`config.mk`:
```
export PLATFORM = sky130hd
export DESIGN_NAME = vfa_sqrt
export DESIGN_NICKNAME = d
export VERILOG_FILES = /design/src/sv/vfa_pkg.sv /design/src/sv/vfa_sqrt.sv
export SDC_FILE = /design/constraint.sdc
export NUM_CORES = 1
export LEC_CHECK = 0
export BUFFER_PORTS_ARGS = -buffer_cell sky130_fd_sc_hd__buf_4
export CAP_MARGIN = 5
export CELL_PAD_IN_SITES_DETAIL_PLACEMENT = 1
export CELL_PAD_IN_SITES_GLOBAL_PLACEMENT = 1
export CORE_UTILIZATION = 42
export DETAILED_ROUTE_END_ITERATION = 12
export HOLD_SLACK_MARGIN = 0.08
export PLACE_DENSITY = 0.76
export SLEW_MARGIN = 10
export SYNTH_ARGS = -nofsm -noshare
export SYNTH_HDL_FRONTEND = slang
export SYNTH_SLANG_ARGS = --single-unit
```
`constraint.sdc`:
```
create_clock -name clk -period 4.1 [get_ports clk]
set_input_delay 0.205 -clock clk [delete_from_list [all_inputs] [get_ports clk]]
set_output_delay 0.205 -clock clk [all_outputs]
set_load 0.05 [all_outputs]
```
`src/sv/vfa_pkg.sv`:
```
// ----------------------------------------------------------------------------
// vfa_pkg: shared types, constants and helpers for the vector alu
// Element format, mode codes, rounding and saturation; every file draws on the package.
// ----------------------------------------------------------------------------
`default_nettype none

package vfa_pkg;

	localparam int EW     = 32;          // element width
	localparam int FB     = 16;          // fraction bits
	localparam int WW     = 2 * EW + 2;  // wide working width
	localparam int NUM_W  = EW + FB;     // divider numerator / quotient width
	localparam int DEN_W  = EW + 1;      // divider denominator width
	localparam int RAD_W  = 2 * EW;      // square root radicand width
	localparam int ROOT_W = EW + 1;      // rounded root width

	typedef logic signed [EW-1:0]   el_t;
	typedef logic signed [2*EW-1:0] prod_t;
	typedef logic signed [WW-1:0]   wide_t;

	// operation codes
	localparam logic [3:0] MODE_LOAD   = 4'd0;
	localparam logic [3:0] MODE_ADD    = 4'd1;
	localparam logic [3:0] MODE_SUB    = 4'd2;
	localparam logic [3:0] MODE_MUL    = 4'd3;
	localparam logic [3:0] MODE_SCALE  = 4'd4;
	localparam logic [3:0] MODE_DIV    = 4'd5;
	localparam logic [3:0] MODE_DIVS   = 4'd6;
	localparam logic [3:0] MODE_NEG    = 4'd7;
	localparam logic [3:0] MODE_NORM   = 4'd8;
	localparam logic [3:0] MODE_PROJ   = 4'd9;
	localparam logic [3:0] MODE_DOT    = 4'd10;
	localparam logic [3:0] MODE_CROSS  = 4'd11;
	localparam logic [3:0] MODE_EQ     = 4'd12;
	localparam logic [3:0] MODE_LEN    = 4'd13;
	localparam logic [3:0] MODE_SQLEN  = 4'd14;

	localparam wide_t EL_MAX_W = (wide_t'(1) <<< (EW - 1)) - wide_t'(1);
	localparam wide_t EL_MIN_W = -(wide_t'(1) <<< (EW - 1));
	localparam wide_t HALF_W   = wide_t'(1) <<< (FB - 1);
	localparam el_t   EL_ONE   = el_t'(1) <<< FB;

	// drop fraction bits, round half away from zero
	function automatic wide_t rnd_fb(input wide_t p);
		wide_t m;
		wide_t r;
		m = p[WW-1] ? -p : p;
		r = (m + HALF_W) >>> FB;
		return p[WW-1] ? -r : r;
	endfunction

	// clamp to the element range
	function automatic el_t sat_el(input wide_t v);
		el_t r;
		if (v > EL_MAX_W) begin
			r = EL_MAX_W[EW-1:0];
		end else if (v < EL_MIN_W) begin
			r = EL_MIN_W[EW-1:0];
		end else begin
			r = v[EW-1:0];
		end
		return r;
	endfunction

	// magnitude of an element, one bit wider
	function automatic logic [DEN_W-1:0] mag_el(input el_t v);
		logic signed [DEN_W-1:0] e;
		e = {v[EW-1], v};
		return v[EW-1] ? unsigned'(-e) : unsigned'(e);
	endfunction

endpackage

`default_nettype wire

```
`src/sv/vfa_sqrt.sv`:
```
// ----------------------------------------------------------------------------
// vfa_sqrt: serial square root, rounded to nearest
// Digit-by-digit root, two radicand bits per cycle, then a nearest correction.
// ----------------------------------------------------------------------------
`default_nettype none

module vfa_sqrt (
	input  wire logic                       clk,
	input  wire logic                       arst_n,
	input  wire logic                       start,
	input  wire logic [vfa_pkg::RAD_W-1:0]  rad,
	output logic                            done,
	output logic [vfa_pkg::ROOT_W-1:0]      root
);
	import vfa_pkg::*;

	localparam int HR_W  = RAD_W / 2;
	localparam int REM_W = HR_W + 2;
	localparam int CNT_W = $clog2(HR_W);

	logic [RAD_W-1:0] rad_q;
	logic [REM_W-1:0] rem_q;
	logic [HR_W-1:0]  root_q;
	logic [CNT_W-1:0] cnt_q;
	logic             busy_q;
	logic             done_q;
	logic [REM_W+1:0] rem_sh;
	logic [REM_W+1:0] trial;
	logic             ge;

	// bring in the next two radicand bits and test the next root bit
	assign rem_sh = {rem_q, rad_q[RAD_W-1 -: 2]};
	assign trial  = {2'b00, root_q, 2'b01};
	assign ge     = rem_sh >= trial;

	always_ff @(posedge clk or negedge arst_n) begin
		if (!arst_n) begin
			busy_q <= 1'b0;
			done_q <= 1'b0;
			cnt_q  <= '0;
		end else begin
			done_q <= 1'b0;
			if (start) begin
				busy_q <= 1'b1;
				cnt_q  <= '0;
				rad_q  <= rad;
				rem_q  <= '0;
				root_q <= '0;
			end else if (busy_q) begin
				rad_q  <= {rad_q[RAD_W-3:0], 2'b00};
				rem_q  <= ge ? REM_W'(rem_sh - trial) : rem_sh[REM_W-1:0];
				root_q <= {root_q[HR_W-2:0], ge};
				cnt_q  <= cnt_q + CNT_W'(1);
				if (cnt_q == CNT_W'(HR_W - 1)) begin
					busy_q <= 1'b0;
					done_q <= 1'b1;
				end
			end
		end
	end

	// round up when the remainder passes the floor root
	assign root = {1'b0, root_q} + ROOT_W'(rem_q > {2'b00, root_q});
	assign done = done_q;
endmodule

`default_nettype wire

```
# Yosys cells after proc, flatten, opt, wreduce, memory -nomap -nowiden
# Cells that the tools add are included.
dict set report word_totals {
  ff_bits 137
  in_bits 67
  output_inout_bits 34
  word_cells 27
}
dict set report classes {
  n_addsub 3
  magnitude_cmp 2
  n_eq_ne 1
  muxes 13
  reduce_logical 2
}
# operator n
set ops {}
lappend ops {{two-way mux 64 bit} 2}
lappend ops {{two-way mux 34 bit} 2}
lappend ops {{greater-or-equal comparator 36 x 34 -> 1 bit} 1}
lappend ops {{> comparator 34 x 32 -> 1 bit} 1}
lappend ops {{subtractor 34 bit} 1}
lappend ops {{adder 32 x 1 -> 33 bit} 1}
lappend ops {{two-way mux 32 bit} 1}
lappend ops {{two-way mux 5 bit} 2}
lappend ops {{two-way mux 1 bit} 6}
lappend ops {{adder 5 x 1 -> 5 bit (second input constant)} 1}
lappend ops {{equality test 5 bit (second input constant)} 1}
lappend ops {{AND reduction 2 bit} 1}
lappend ops {{nonzero test 2 bit} 1}

# Logic depth before layout (Yosys ltp)
dict set report depth {
  ltp_word 4
  mapped_depth 17
  ltp_nobuf 16
}

# Worst setup path before layout
# Ideal clock, no wire load.
dict set report synth_timing {
  path_kind {reg-to-output}
  from {register root_q[12]}
  to {output root[29] in the netlist's numbering}
  arrival_time_ps 4123
  t_required_ps 3895
  setup_slack_ps -228
  stages_incl_launch_ff 18
  n_path_buf 1
  path_cell_list {edfxtp_1 > clkbuf_1 > inv_1 > ha_1 > nand2_1 > nor3_2 > a21oi_1 > a221o_1 > a31o_2 > and3_1 > a21oi_1 > ha_1 > nand2_1 > nor4_2 > and2_1 > and2b_1 > nand3_1 > xnor2_1}
}
dict set report synth_between {
  elab_chain_cells 2
}
# element line
set synth_lines {}
lappend synth_lines {{start: declaration} vfa_sqrt.sv:23} ;# logic [HR_W-1:0] root_q;
lappend synth_lines {{start signal: assignment} vfa_sqrt.sv:52} ;# root_q <= {root_q[HR_W-2:0], ge};
lappend synth_lines {{> comparator 34 x 32 -> 1 bit} vfa_sqrt.sv:63} ;# assign root = {1'b0, root_q} + ROOT_W'(rem_q > {2'b00, root_q});
lappend synth_lines {{adder 32 x 1 -> 33 bit *} vfa_sqrt.sv:63}
lappend synth_lines {{end: declaration} vfa_sqrt.sv:13} ;# output logic [vfa_pkg::ROOT_W-1:0] root
# Mark *: on every way between the ends. The rest lies on a longest branch, timed or not.

# Final worst setup path
dict set report layout_timing {
  from {register rem_q[11]}
  to {output root[29] in the netlist's numbering}
}
dict set report layout_between {
  elab_chain_cells 2
}
# element line
set layout_lines {}
lappend layout_lines {{start: declaration} vfa_sqrt.sv:22} ;# logic [REM_W-1:0] rem_q;
lappend layout_lines {{start signal: assignment} vfa_sqrt.sv:51} ;# rem_q <= ge ? REM_W'(rem_sh - trial) : rem_sh[REM_W-1:0];
lappend layout_lines {{> comparator 34 x 32 -> 1 bit} vfa_sqrt.sv:63}
lappend layout_lines {{adder 32 x 1 -> 33 bit} vfa_sqrt.sv:63}
# No other way between the ends.

==> summary.md <==
| Metric | Value |
|---|---|
| Commonest cells after routing, fill and taps aside | buf_4 (171), edfxtp_1 (130), nand2_1 (89) |
| Power per cell area | 459 mW/mm2 |
| Minimum clock period | 4230 ps |
| Post-DRT Antenna Nets | 0 |
| Via density | 5.60 |
| Die area | 0.0215 mm2 |
| Crit path from | rem_q[11] |
| Fraction of layout instances using a drive strength above 1 | 33.6% |
| Crit path required time | 3890 ps |
| Family with the most delay on the worst path | compound AO/OA/AOI/OAI gates |
| Hold Fails Final Rpt | 0 |
| CTS Buffer Depth | 2 |
| Worst hold path type | input pin to register |
| First-pass GRT wire length | 43,900 um |
| Die height | 147 um |
| Crit path depth | 18 |
| Setup violators final | 16 |
| Worst-path clk slew | 70 ps |
| Die Wd | 147 um |
| Yosys top cell by area | edfxtp_1 |
| Hpwl dp | 16,600 um |
| Max Freq | 236 MHz |
| Area Overhead vs Synth | 36.4% |
| Ys flop type | edfxtp_1 |
| Startpoint types | register |
| Kind of critical path | register to output port |
| VDD IR max | 323 uV |
| Result of the run | finished, violations left |
| Initial core utilization | 43.2% |
| Async S/R FF share, synth | 5.11% |
| Crit Path Max Fanout | 6 |
| Area of the multi-input gates | 0.00489 mm2 |
| CTS tree | yes |
| Register bit total from synthesis | 137 |
| TritonRoute pass-1 iters | 5 |
| Total Nets Final | 1,157 |
| Number of buffers created by CTS | 17 |
| FP Rows | 52 |
| Sequential share of the synthesized area | 46.4% |
| R2R Path End | rem_q[27] |
| LEAKAGE | 0.00500 uW |
| Top Ports | 101 |
| Post-synth top area share | 44.4% |
| Root Driver | clkbuf_16 |
| Syn Inst Count | 836 |
| Area contributors post-synth | edfxtp_1 (44%), mux2_2 (8.1%), ha_1 (5.5%) |
| Crit-path cells | ha_4, a21oi_1, a21oi_2, a21oi_2, a221o_1, a31o_2, and3_4, a21oi_4, buf_4, ha_4, nand2_4, nor4_4, buf_4, and2_4, and2b_2, nand3_2, xnor2_2, buf_6 |
| Flop2flop setup slack | 640 ps |
| Crit path buffers/inverters | 3 |
| Area occupied by registers | 0.00408 mm2 |
| RSZ-0062 raised after global routing | yes |
| Fin crit share | 103% |
| Failing checks | negative setup slack |
| Hold path depth | 2 |
| RePlAce Congestion | 0.838 |
| Largest net degree at the start of global routing | 75 |
| Finished Core Util | 58.9% |
| FF-to-FF path depth | 10 |
| CP Data Arrival Time | 4020 ps |
| CP endpoint | root[29] |
| Clock skew | 12.9 ps |
| PortBufs | 100 |
| Antenna cells | 0 |
| Post-synthesis cell area | 0.00880 mm2 |
| Ys Warns | 0 |
| Latest clock arrival within the worst-skew pair | 430 ps |
| CP max stage cell | edfxtp_1 |
| Slew @ Worst Pin | 956 ps |
| Gr usage total | 26.4% |
| Critical Path End Type | output port |
| Worst r2r src | root_q[1] |
| Initial antenna violation count | 0 |
| CP max stage delay | 460 ps |
| Mapped Nets | 942 |
| Sink Count | 137 |
| Tot Pwr | 5510 uW |
| Core Box Area | 0.0204 mm2 |
| Routed length per instance | 21.3 um |
| Routed wire length | 28,400 um |
| Max Cap Violations | 0 |
| Residual overflow from global routing | 0 |
| Vias | 7,470 |
| DRC viols | 0 |
| H-tree depth | 4 |
| Synth cell types | 63 |
| DR iter-0 viols | 418 |
| Syn_area_per_cell | 10.5 um2 |
| Final setup margin | -129 ps |
| EDFF count, synth | 130 |
| Worst slew margin | 35.7% |
| FILL cells | 2,139 |
| Max-slew violations | 0 |
| Most common library cell in the layout ignoring fill and taps | buf_4 |
| Vias in the first global route | 8,102 |
-- worst min-delay path by stage --
stage | start | endpoint | slack (ps)
finish | rad[62] | rad_q[62] | 100
global route | rad[19] | rad_q[19] | 80
CTS | rad[6] | rad_q[6] | 80
detailed placement | arst_n | done | 220
global placement | arst_n | cnt_q[4] | 210
floorplan | arst_n | busy_q | -90
-- synthesized netlist by cell type, types with 3 or more instances --
cell type	instances
a211oi_1	7
a21o_1	8
a21oi_1	31
a22o_1	3
a311oi_1	23
a31o_2	4
a31oi_1	4
a32oi_1	5
and2_1	6
and3_1	8
buf_1	4
buf_4	4
clkbuf_1	26
dfrtp_1	7
edfxtp_1	130
ha_1	39
inv_1	43
mux2_2	63
mux2i_1	34
nand2_1	95
nand3_1	14
nand4_1	14
nor2_1	87
nor2b_1	7
nor3_1	16
nor3b_1	3
nor4_1	4
o211ai_1	5
o21a_1	4
o21ai_0	18
o21ai_1	9
o21bai_1	5
or2_2	3
or3_1	3
xnor2_1	50
xor2_1	15
-- final cells by class --
| type | instances | share of cell area [%] |
|---|---|---|
| tap | 270 | 2.82 |
| timing repair buffer | 235 | 16.2 |
| multi-input combinational | 617 | 40.8 |
| inverter | 43 | 1.35 |
| sequential | 137 | 34.0 |
| clock buffer | 17 | 3.55 |
| clock inverter | 15 | 1.28 |
-- layer usage --
layer	vias up	GRT usage [%]	part of all wire (%)
li1	3504	-	-
met1	3726	31.5	42
met2	193	46.5	51
met3	47	5.59	3.9
met4	0	9.84	2.5
met5	-	0	0
-- repair_timing --
action | CTS | global route
hold endpoints to repair | 53 | 7
hold buffers | 47 | 7
pin swaps | 17 | 20
buffers inserted | 36 | 10
setup endpoints to repair | 26 | 27
resized for setup | 68 | 25
-- stage by stage --
stage	hold slack [ps]	instance area (um2)	setup TNS, ps	setup slack (ps)	cells
2_1_floorplan	-90.6	8840	0	33.4	836
3_3_place_gp	214	10000	-645	-138	1202
3_5_place_dp	215	10000	-2600	-326	1202
4_1_cts	80.0	11700	-352	-118	1317
5_1_grt	82.0	12000	-3840	-284	1334
6_report	98.1	12000	-900	-129	1334
-- cell families (layout without fill, tap and decap cells) --
logic type / after synthesis / after routing / synth area share, %
and+or+nand+nor: 271 / 271 / 14.2
AOI/OAI and AO/OA: 145 / 145 / 11.6
DFF: 137 / 137 / 46.4
muxes: 97 / 97 / 11.9
buffers and inverters: 82 / 310 / 3.88
xor gates and xnor gates: 65 / 65 / 6.47
adders and majority gates: 39 / 39 / 5.55
-- report_power, final --
part | internal [uW] | leakage (uW) | switching, uW | total (uW)
Clock | 813 | 0.000284 | 736 | 1550
Combinational | 943 | 0.00332 | 1140 | 2080
Sequential | 1740 | 0.00139 | 135 | 1880
Total | 3500 | 0.00500 | 2010 | 5510
-- flip-flops by register name, indices dropped and copies added, names as in the netlist --
signal,count
rem_q,34
busy_q,1
rad_q,64
root_q,32
done,1
cnt_q,5
Note: power is estimated with default switching activity, not from simulation.
