## config.mk

```make
export PLATFORM = sky130hd
export DESIGN_NAME = vfa_div
export DESIGN_NICKNAME = d
export VERILOG_FILES = /design/src/sv/vfa_pkg.sv /design/src/sv/vfa_div.sv
export SDC_FILE = /design/constraint.sdc
export NUM_CORES = 1
export LEC_CHECK = 0
export CORE_ASPECT_RATIO = 0.6
export CORE_UTILIZATION = 60
export DETAILED_ROUTE_END_ITERATION = 16
export DONT_BUFFER_PORTS = 1
export PLACE_DENSITY = 0.88
export SYNTH_ARGS = -nofsm -noshare
export SYNTH_HDL_FRONTEND = slang
export SYNTH_SLANG_ARGS = --single-unit
```

## constraint.sdc

```tcl
create_clock -name clk -period 4.24 [get_ports clk]
set_input_delay 0 -clock clk [delete_from_list [all_inputs] [get_ports clk]]
set_output_delay 0 -clock clk [all_outputs]
set_load 0.01 [all_outputs]
```

## src/sv/vfa_pkg.sv

```systemverilog
// ----------------------------------------------------------------------------
// vfa_pkg: shared types, constants and helpers for the vector alu
// Element format, mode codes, rounding and saturation; every file draws on the package.
// ----------------------------------------------------------------------------
`default_nettype none

package vfa_pkg;

	localparam int EW     = 32;          // element width
	localparam int FB     = 16;          // fraction bits
	localparam int WW     = 2 * EW + 2;  // wide working width
	localparam int NUM_W  = EW + FB;     // divider numerator / quotient width
	localparam int DEN_W  = EW + 1;      // divider denominator width
	localparam int RAD_W  = 2 * EW;      // square root radicand width
	localparam int ROOT_W = EW + 1;      // rounded root width

	typedef logic signed [EW-1:0]   el_t;
	typedef logic signed [2*EW-1:0] prod_t;
	typedef logic signed [WW-1:0]   wide_t;

	// operation codes
	localparam logic [3:0] MODE_LOAD   = 4'd0;
	localparam logic [3:0] MODE_ADD    = 4'd1;
	localparam logic [3:0] MODE_SUB    = 4'd2;
	localparam logic [3:0] MODE_MUL    = 4'd3;
	localparam logic [3:0] MODE_SCALE  = 4'd4;
	localparam logic [3:0] MODE_DIV    = 4'd5;
	localparam logic [3:0] MODE_DIVS   = 4'd6;
	localparam logic [3:0] MODE_NEG    = 4'd7;
	localparam logic [3:0] MODE_NORM   = 4'd8;
	localparam logic [3:0] MODE_PROJ   = 4'd9;
	localparam logic [3:0] MODE_DOT    = 4'd10;
	localparam logic [3:0] MODE_CROSS  = 4'd11;
	localparam logic [3:0] MODE_EQ     = 4'd12;
	localparam logic [3:0] MODE_LEN    = 4'd13;
	localparam logic [3:0] MODE_SQLEN  = 4'd14;

	localparam wide_t EL_MAX_W = (wide_t'(1) <<< (EW - 1)) - wide_t'(1);
	localparam wide_t EL_MIN_W = -(wide_t'(1) <<< (EW - 1));
	localparam wide_t HALF_W   = wide_t'(1) <<< (FB - 1);
	localparam el_t   EL_ONE   = el_t'(1) <<< FB;

	// drop fraction bits, round half away from zero
	function automatic wide_t rnd_fb(input wide_t p);
		wide_t m;
		wide_t r;
		m = p[WW-1] ? -p : p;
		r = (m + HALF_W) >>> FB;
		return p[WW-1] ? -r : r;
	endfunction

	// clamp to the element range
	function automatic el_t sat_el(input wide_t v);
		el_t r;
		if (v > EL_MAX_W) begin
			r = EL_MAX_W[EW-1:0];
		end else if (v < EL_MIN_W) begin
			r = EL_MIN_W[EW-1:0];
		end else begin
			r = v[EW-1:0];
		end
		return r;
	endfunction

	// magnitude of an element, one bit wider
	function automatic logic [DEN_W-1:0] mag_el(input el_t v);
		logic signed [DEN_W-1:0] e;
		e = {v[EW-1], v};
		return v[EW-1] ? unsigned'(-e) : unsigned'(e);
	endfunction

endpackage

`default_nettype wire

```

## src/sv/vfa_div.sv

```systemverilog
// ----------------------------------------------------------------------------
// vfa_div: serial unsigned divider
// Restoring division, one quotient bit per cycle, done pulses after the last.
// ----------------------------------------------------------------------------
`default_nettype none

module vfa_div (
	input  wire logic                       clk,
	input  wire logic                       arst_n,
	input  wire logic                       start,
	input  wire logic [vfa_pkg::NUM_W-1:0]  num,
	input  wire logic [vfa_pkg::DEN_W-1:0]  den,
	output logic                            done,
	output logic [vfa_pkg::NUM_W-1:0]       quo
);
	import vfa_pkg::*;

	localparam int CNT_W = $clog2(NUM_W);

	logic [DEN_W-1:0] rem_q;
	logic [DEN_W-1:0] den_q;
	logic [NUM_W-1:0] quo_q;
	logic [CNT_W-1:0] cnt_q;
	logic             busy_q;
	logic             done_q;
	logic [DEN_W:0]   rem_sh;
	logic             ge;

	// trial subtract of the shifted remainder
	assign rem_sh = {rem_q, quo_q[NUM_W-1]};
	assign ge     = rem_sh >= {1'b0, den_q};

	always_ff @(posedge clk or negedge arst_n) begin
		if (!arst_n) begin
			busy_q <= 1'b0;
			done_q <= 1'b0;
			cnt_q  <= '0;
		end else begin
			done_q <= 1'b0;
			if (start) begin
				busy_q <= 1'b1;
				cnt_q  <= '0;
				rem_q  <= '0;
				den_q  <= den;
				quo_q  <= num;
			end else if (busy_q) begin
				rem_q <= ge ? DEN_W'(rem_sh - {1'b0, den_q}) : rem_sh[DEN_W-1:0];
				quo_q <= {quo_q[NUM_W-2:0], ge};
				cnt_q <= cnt_q + CNT_W'(1);
				if (cnt_q == CNT_W'(NUM_W - 1)) begin
					busy_q <= 1'b0;
					done_q <= 1'b1;
				end
			end
		end
	end

	assign done = done_q;
	assign quo  = quo_q;
endmodule

`default_nettype wire

```

Word-level counts from Yosys, hierarchy flattened

Index checks and enable logic that the tools add are counted.

Input port bits: 84
Word-level logic and storage cells: 25
Output and inout port bits: 49
Register bits: 122

Add/subtract/negate cells: 2
Magnitude comparators: 1
Multiplexer cells: 12
Equality and inequality tests: 1
Reduce and logical (&&, ||, !) cells: 3

Operators by type and width:

| cell                                                           | number |
|---|---|
| 48-bit two-way mux                                             | 2 |
| 33-bit two-way mux                                             | 2 |
| 34-bit by 33-bit greater-or-equal comparator with 1-bit output | 1 |
| 33-bit subtractor                                              | 1 |
| 6-bit two-way mux                                              | 2 |
| 6-bit by 1-bit adder with 6-bit output, second input constant  | 1 |
| 6-bit == test, second input constant                           | 1 |
| 1-bit two-way mux                                              | 6 |
| 2-bit AND reduction                                            | 2 |
| 2-bit nonzero test                                             | 1 |

Longest topological paths before layout

Gate-level depths: netlist of the first run.

Word-level depth: 4
Gate-level depth with buffers: 14
Depth with buffers taken out: 12

Least setup slack after synthesis of the first run

Ideal clock, no wire load.

Kind: register to register
Start point: register busy_q
End point: register quo_q[0], in the netlist quo[0], enable pin
Period minus slack after synthesis: 3.597 ns
Stages on the path, launching flop included: 5
Data arrival time: 3.138 ns
Buffers on the path: 2
Setup slack: 0.643 ns
Library setup time: 0.459 ns
Data required time: 3.781 ns
Cells stage by stage: dfrtp_1 clkbuf_1 clkbuf_1 nor2_1 nor2b_1

Word-level cells in the longest chain between the ends: 2

RTL lines:

| what                          | line          | text |
|---|---|---|
| start: declaration            | vfa_div.sv:24 | `logic busy_q;` |
| start signal: assignment      | vfa_div.sv:35 | `busy_q <= 1'b0;` |
| start signal: assignment      | vfa_div.sv:41 | `busy_q <= 1'b1;` |
| start signal: assignment      | vfa_div.sv:51 | `busy_q <= 1'b0;` |
| 2-bit nonzero test (no line)  | --            |  |
| 2-bit AND reduction (no line) | --            |  |
| end signal: assignment        | vfa_div.sv:45 | `quo_q <= num;` |
| end signal: assignment        | vfa_div.sv:48 | `quo_q <= {quo_q[NUM_W-2:0], ge};` |
| end: declaration              | vfa_div.sv:22 | `logic [NUM_W-1:0] quo_q;` |

No other way between the ends.
A chain may end at the register's enable or synchronous reset.

Worst setup path after layout of the first run

Start point: register quo_q[47], in the netlist quo[47]
End point: register rem_q[29] (data pin)

Word-level cells in the longest chain between the ends: 3
Elaborated cells between the ends (all ways): 4
Those cells by class: add/sub: 1; order compare: 1; mux: 2

RTL lines:

| what                                                                                                | line                         | text |
|---|---|---|
| 33-bit subtractor or 34-bit by 33-bit greater-or-equal comparator with 1-bit output (tied branches) | vfa_div.sv:47, vfa_div.sv:31 |  |
| 33-bit two-way mux *                                                                                | vfa_div.sv:47                | `rem_q <= ge ? DEN_W'(rem_sh - {1'b0, den_q}) : rem_sh[DEN_W-1:0];` |
| 33-bit two-way mux *                                                                                | vfa_div.sv:46                | `end else if (busy_q) begin` |
| end signal: assignment                                                                              | vfa_div.sv:47                |  |
| end: declaration                                                                                    | vfa_div.sv:20                | `logic [DEN_W-1:0] rem_q;` |

Mark *: on every way between the ends. The rest lies on a longest branch, timed or not.

==> results of run 1 <==
## logic make-up (layout without fill, tap and decap cells)
logic type | Yosys count | count (layout) | synth area share (%)
DFF | 122 | 122 | 50.2
xor gates and xnor gates | 29 | 29 | 3.52
adders and majority gates | 35 | 35 | 6.17
buffers and inverters | 68 | 160 | 4.23
muxes | 73 | 73 | 11.0
AOI/OAI and AO/OA | 146 | 146 | 14.4
other | 0 | 1 | 0
and+or+nand+nor | 155 | 155 | 10.5
## worst register-to-register path: cells and delay by family, from the launching register on
kind            cells  cell delay, ns
compound gates      6            1.80
fa+ha+maj           2            0.60
buf+inv             2            0.16
flops               1            0.48
simple gates        2            0.79
## path summary, 6_finish.rpt
path,endpoint,depth (start not counted)
max in group asynchronous,cnt_q[5]$_DFFE_PN0N_,2
setup / recovery,rem_q[29]$_SDFFCE_PP0P_,12
hold / removal,cnt_q[2]$_DFFE_PN0N_,2
setup reg to reg,rem_q[29]$_SDFFCE_PP0P_,12
min in group asynchronous,cnt_q[1]$_DFFE_PN0N_,2
hold reg to reg,rem_q[17]$_SDFFCE_PP0P_,2
## cell usage in the layout, fill, tap and decap left out, types with 25 or more instances in the layout
| cell | netlist | final |
|---|---|---|
| nand2_1 | 42 | 42 |
| mux2_2 | 48 | 48 |
| edfxtp_1 | 114 | 114 |
| dlygate4sd3_1 | 0 | 83 |
| nor2_1 | 51 | 51 |
| ha_1 | 34 | 34 |
| a211oi_1 | 25 | 25 |
| mux2i_1 | 25 | 25 |
| inv_1 | 41 | 41 |
| a21oi_1 | 31 | 31 |
## power groups by stage
stage               Sequential [mW]  Clock, mW  Combinational [mW]
global placement               1.59          0               0.939
detailed placement             1.60          0               0.968
CTS                            1.57       1.53                1.08
finish                         1.58       1.58                1.17
global route                   1.59       1.61                1.25
floorplan                      1.57          0               0.822
## per-layer routing
layer | GRT usage (%) | wire length (µm)
met1 | 44.4 | 8070
met2 | 56.1 | 9740
met3 | 13.4 | 2470
met4 | 20.7 | 1260
met5 | 0 | 0
## final cells by class
| cell class | instances | area (µm²) |
|---|---|---|
| Multi-Input combinational cell | 438 | 3300 |
| Clock buffer | 17 | 425 |
| Antenna cell | 1 | 2.50 |
| Tap cell | 160 | 200 |
| Clock inverter | 15 | 189 |
| Inverter | 41 | 154 |
| Timing Repair Buffer | 87 | 901 |
| Fill cell | 709 | 2690 |
| Sequential cell | 122 | 3620 |
## registers in the layout, indices dropped and copies added, names as in the netlist
register  cells
quo          48
rem_q        33
busy_q        1
cnt_q         6
den_q        33
done          1
## timing repair
action                                 4_1_cts  5_1_grt
hold buffers                                85        0
setup endpoints to repair                    0        1
buffers inserted                             0        0
gates resized for setup                      0        1
endpoints found under the hold margin      157        0
## through the flow
step / instances / utilization [%] / worst slack, ns / hold slack (ns) / power (mW)
global placement: 763 / 63.5 / 0.708 / -0.291 / 2.53
global route: 881 / 76.6 / 0.0670 / 0.0129 / 4.45
finish: 881 / 76.6 / 0.166 / -0.00138 / 4.34
floorplan: 628 / - / 0.643 / -0.296 / 2.39
CTS: 880 / 76.5 / 0.518 / 0.00553 / 4.18
detailed placement: 763 / 63.5 / 0.541 / -0.291 / 2.57
==> impl_metrics.ini, run 1 <==
[synth]
netlist_area_um2 = 7220
ys_ff_latch = 122
synth-main-ff-cell = edfxtp_1
avgSynthCellArea_um2 = 11.5
synth_top_area_share_pct = 47.4
synth_cell_types = 71
synth.most_common_cell = edfxtp_1
syn_nets = 747
ys.warnings.count = 0
synth_top_area_cell = edfxtp_1
synthTopCellsByCount = edfxtp_1 (114), nor2_1 (51), mux2_2 (48)
synth_edf_count = 114
seq_area_frac_synth_pct = 50.2
synth_area_leaders = edfxtp_1 (47%), mux2_2 (7.5%), ha_1 (5.9%)
synthCells = 628
synth-async-reset-ratio_pct = 6.56

[floorplan]
die_y_um = 86.9
start_util_pct = 62.8
row_count = 30
die-area_um2 = 12500
die_x_um = 144
ioPinCount = 133
core-area_um2 = 11500

[route]
vias = 5944
first_iter_violations = 825
ant_nets = 0
dr.pass1.iters = 10
routed_wl_um = 21500
vias_per_cell = 6.75
drcViolationCount = 0
wl_per_cell_um = 24.5

[timing]
tightest_slew_ns = 1.37
fmax_mhz = 245
timing.final.crit_share_pct = 96.1
drv_slew = 0
final.setup_skew_ns = 0.0126
setup_viol = 0
tns_ns = 0
holdWs_ns = -0.00138
rsz0062_at_grt = false
maxSlewHeadroom_pct = 8.43
min_period_ns = 4.07
hold_viol = 2

[grt]
gr-total-overflow = 0
first_global_vias = 5755
grt_pass1_wl_um = 32800
grt_max_degree = 84
grt_usage_pct = 36.3
antenna_found_initial = 1

[outcome]
violations = hold timing
status = finished with violations

[clock_tree]
cts_buffers = 17
root_buffer = clkbuf_16
htreeDepth = 4
cts_tree = yes
path_clk_slew_ns = 0.07
clkLatencyLatePin_ns = 0.44
clock_sinks = 122
clock_path_buffers = 2

[finish]
drive_above_1_share_pct = 13.9
finalInstanceArea_um2 = 8800
syn2layout_area_growth_pct = 21.9
nets = 826

[power_and_ir_drop]
p_switching_mw = 1.44
p_seq_share_pct = 36.5
ir_drop_mv = 0.386
switching_share_pct = 33.1
comb_power_share_pct = 27.1
p_int_mw = 2.90
power.leakage_nw = 3.56
pwr_density_cell_nw_per_um2 = 493
p_clk_share_pct = 36.4

[min_path]
min_path_type = input pin to flip-flop
min_from = start

[setup_path]
crit_buf_inv = 2
crit_type = flip-flop to flip-flop
required_ns = 4.43
crit_family = compound AO/OA/AOI/OAI gates
arrival_ns = 4.27
rr_startpoint = quo[47]$_DFFE_PP_
cp-startpoint = quo[47]$_DFFE_PP_
cp-end-kind = flip-flop
path_max_fanout = 29
crit_path_start_kind = flip-flop
ff2ff_setup_slack_ns = 0.17
slowest_delay_ns = 0.48
path_cells = inv_1 -> ha_1 -> inv_1 -> fa_1 -> a21o_1 -> a221oi_2 -> o21a_4 -> o311ai_4 -> o211a_4 -> or2_4 -> and2_1 -> a221oi_2
crit_slowest_cell = edfxtp_1

[placed_design]
portBuffers = 0
place_congestion = 0.968
dp_hpwl_um = 11200
placed_cell_area_um2 = 7290

[job]
cap_violations = 0
No activity file was read; power rests on OpenSTA's default activity.
==> inputs of run 2 (changes only) <==
--- a/config.mk
+++ b/config.mk
@@ -5,6 +5,7 @@
 export SDC_FILE = /design/constraint.sdc
 export NUM_CORES = 1
 export LEC_CHECK = 0
+export ABC_AREA = 1
 export CORE_ASPECT_RATIO = 0.6
 export CORE_UTILIZATION = 60
 export DETAILED_ROUTE_END_ITERATION = 16
==> run 2 against run 1 <==
Maximum frequency up 34%. Sequential share of layout area down 4.4 points. Synthesized area up 14%. Largest power group unchanged. The run now ends clean. Critical endpoint is now rem_q[23]$_SDFFCE_PP0P_.
==> impl_metrics.ini, run 2 <==
[outcome]
status = complete, no violations

[finish]
final_common_cell = nand2_1
drive_above_1_share_pct = 6.05
antenna_cells = 0
fillCellCount = 895
largest_register_ffs = 48
nets = 1312
fin_cells = 1376
syn2layout_area_growth_pct = 20.2
layout_common_cells = nand2_1 (465), inv_1 (186), edfxtp_1 (114), dlygate4sd3_1 (91), nand3_1 (86)

[timing]
min_period_ns = 3.03
layout_setup_ws_ns = 1.21
rsz0062_at_grt = false
tns_ns = 0
fmax_mhz = 330
hold_viol = 0
timing.final.crit_share_pct = 71.5
drv_slew = 0
tightest_slew_ns = 0.904
maxSlewHeadroom_pct = 39.6
setup_viol = 0
final.setup_skew_ns = 0.0138

[synth]
netlist_area_um2 = 8200
synth_top_area_share_pct = 41.8
synthMuxAreaShare_pct = 0
synth-async-reset-ratio_pct = 6.56
ys.warnings.count = 0
synth_top_family_by_area = simple AND/OR/NAND/NOR gates
syn_nets = 1221
synth_edf_count = 114
ys_ff_latch = 122
avgSynthCellArea_um2 = 7.44
synthAdderAreaFrac_pct = 5.43
seq_area_frac_synth_pct = 44.2
synth_cell_types = 37
synthCells = 1102
synth_top_area_cell = edfxtp_1
yosys.area_share.simple_pct = 34.9
synthTopCellsByCount = nand2_1 (465), inv_1 (186), edfxtp_1 (114)
synth-main-ff-cell = edfxtp_1
synth_area_leaders = edfxtp_1 (42%), nand2_1 (21%), inv_1 (8.5%)
synth_compound_area_share_pct = 3.11
synth.most_common_cell = nand2_1
synth-xor-area-share_pct = 1.60

[setup_path]
ff2ff_setup_slack_ns = 1.21
required_ns = 4.54
crit_path_start_kind = flip-flop
r2r_end = rem_q[23]$_SDFFCE_PP0P_
cp-end-kind = flip-flop
arrival_ns = 3.33
reg2reg_depth = 13
path_max_fanout = 36
crit_type = flip-flop to flip-flop
rr_startpoint = den_q[23]$_DFFE_PP_

[clock_tree]
path_clk_slew_ns = 0.07
clock_path_buffers = 2
clkLatencyLatePin_ns = 0.43
cts_resized = 0
clock_sinks = 122
cts_tree = yes
cts_buffers = 17
root_buffer = clkbuf_16
htreeDepth = 4

[floorplan]
core-area_um2 = 13100
die_x_um = 153
ioPinCount = 133
die_y_um = 92.6
start_util_pct = 62.6
row_count = 32
die-area_um2 = 14200

[route]
dr.pass1.iters = 6
vias = 7796
first_iter_violations = 1006
vias_per_cell = 5.67
drcViolationCount = 0
wl_per_cell_um = 17.6
ant_nets = 0
routed_wl_um = 24300

[power_and_ir_drop]
pwr_density_cell_nw_per_um2 = 438
power.leakage_nw = 4.93
ir_drop_mv = 0.294
totalPowerFinal_mw = 4.32

[placed_design]
dp_hpwl_um = 14600
placed_cells = 1251
portBuffers = 0
dp_slack_ns = 1.41
place_congestion = 0.969

[min_path]
min_delay_worst_endpoint = quo[18]$_DFFE_PP_
min_from = start
hold_path_depth = 3
min_path_type = input pin to flip-flop

[job]
cap_violations = 0

[grt]
antenna_found_initial = 1
first_global_vias = 7195
grt_pass1_wl_um = 38300
grt_max_degree = 55
gr-total-overflow = 0
grt_usage_pct = 35.7
## run 2: cell count changes after synthesis, sizes merged, moves of 25 or more
cell / before / now
mux2i: 25 / 0
nand3: 7 / 90
a211oi: 25 / 0
mux2: 48 / 0
nand2: 42 / 480
inv: 41 / 188
## run 2: worst max-delay path: stages, from the launching register on
cell      delay [ns]
edfxtp_1        0.39
inv_1           0.07
ha_1            0.37
nand2_1         0.12
nand2_1         0.13
a21oi_1         0.26
nand2_1         0.14
nand2_1         0.10
nand2_2         0.09
nor2_8          0.52
nand2_8         0.26
nand2_1         0.20
nand3_1         0.12
nand2_1         0.10
## run 2: power by group
group          internal [mW]  switching [mW]
Clock                  0.889           0.642
Combinational          0.432           0.803
Sequential              1.46          0.0923
Total                   2.78            1.54
## run 2: cell type report
cell class / count / area [µm²] / share of cell area (%)
multi-input combinational: 762 / 3700 / 37.5
sequential: 122 / 3620 / 36.8
timing repair buffer: 98 / 996 / 10.1
inverter: 192 / 721 / 7.31
clock buffer: 17 / 425 / 4.32
tap: 170 / 213 / 2.16
clock inverter: 15 / 179 / 1.81
## run 2: kinds of logic after synthesis
| logic type | count (synthesis) |
|---|---|
| flip-flops | 122 |
| adder cells (fa/ha/maj) | 35 |
| buffers and inverters | 218 |
| XOR/XNOR | 15 |
| AND/OR/NAND/NOR | 665 |
| AO/OA/AOI/OAI | 47 |
## run 2: metrics by stage
step	util [%]	hold slack (ns)	area (µm²)
global placement	63.4	-0.292	8300
detailed placement	63.4	-0.292	8300
global route	75.3	0.0342	9860
CTS	75.3	0.000509	9860
floorplan	-	-0.296	8200
finish	75.3	0.00919	9860
## run 2: worst max path at each step
stage | from | endpoint | cells after the start
floorplan | busy_q$_DFF_PN0_ | quo[0]$_DFFE_PP_ | 3
detailed placement | quo[47]$_DFFE_PP_ | rem_q[5]$_SDFFCE_PP0P_ | 13
global route | quo[47]$_DFFE_PP_ | rem_q[23]$_SDFFCE_PP0P_ | 13
CTS | quo[47]$_DFFE_PP_ | rem_q[2]$_SDFFCE_PP0P_ | 13
global placement | quo[47]$_DFFE_PP_ | rem_q[18]$_SDFFCE_PP0P_ | 13
finish | den_q[23]$_DFFE_PP_ | rem_q[23]$_SDFFCE_PP0P_ | 13
## run 2: metal layers
| layer | wire length [µm] | track usage [%] |
|---|---|---|
| met5 | 0 | 0 |
| met4 | 798 | 13.0 |
| met3 | 3130 | 9.92 |
| met1 | 10200 | 50.5 |
| met2 | 10100 | 52.3 |
## run 2: what timing repair did
| action | CTS | global route |
|---|---|---|
| buffers inserted | 0 | 0 |
| endpoints found under the setup margin | 0 | 0 |
| hold endpoints to repair | 143 | 0 |
| hold buffers | 93 | 0 |
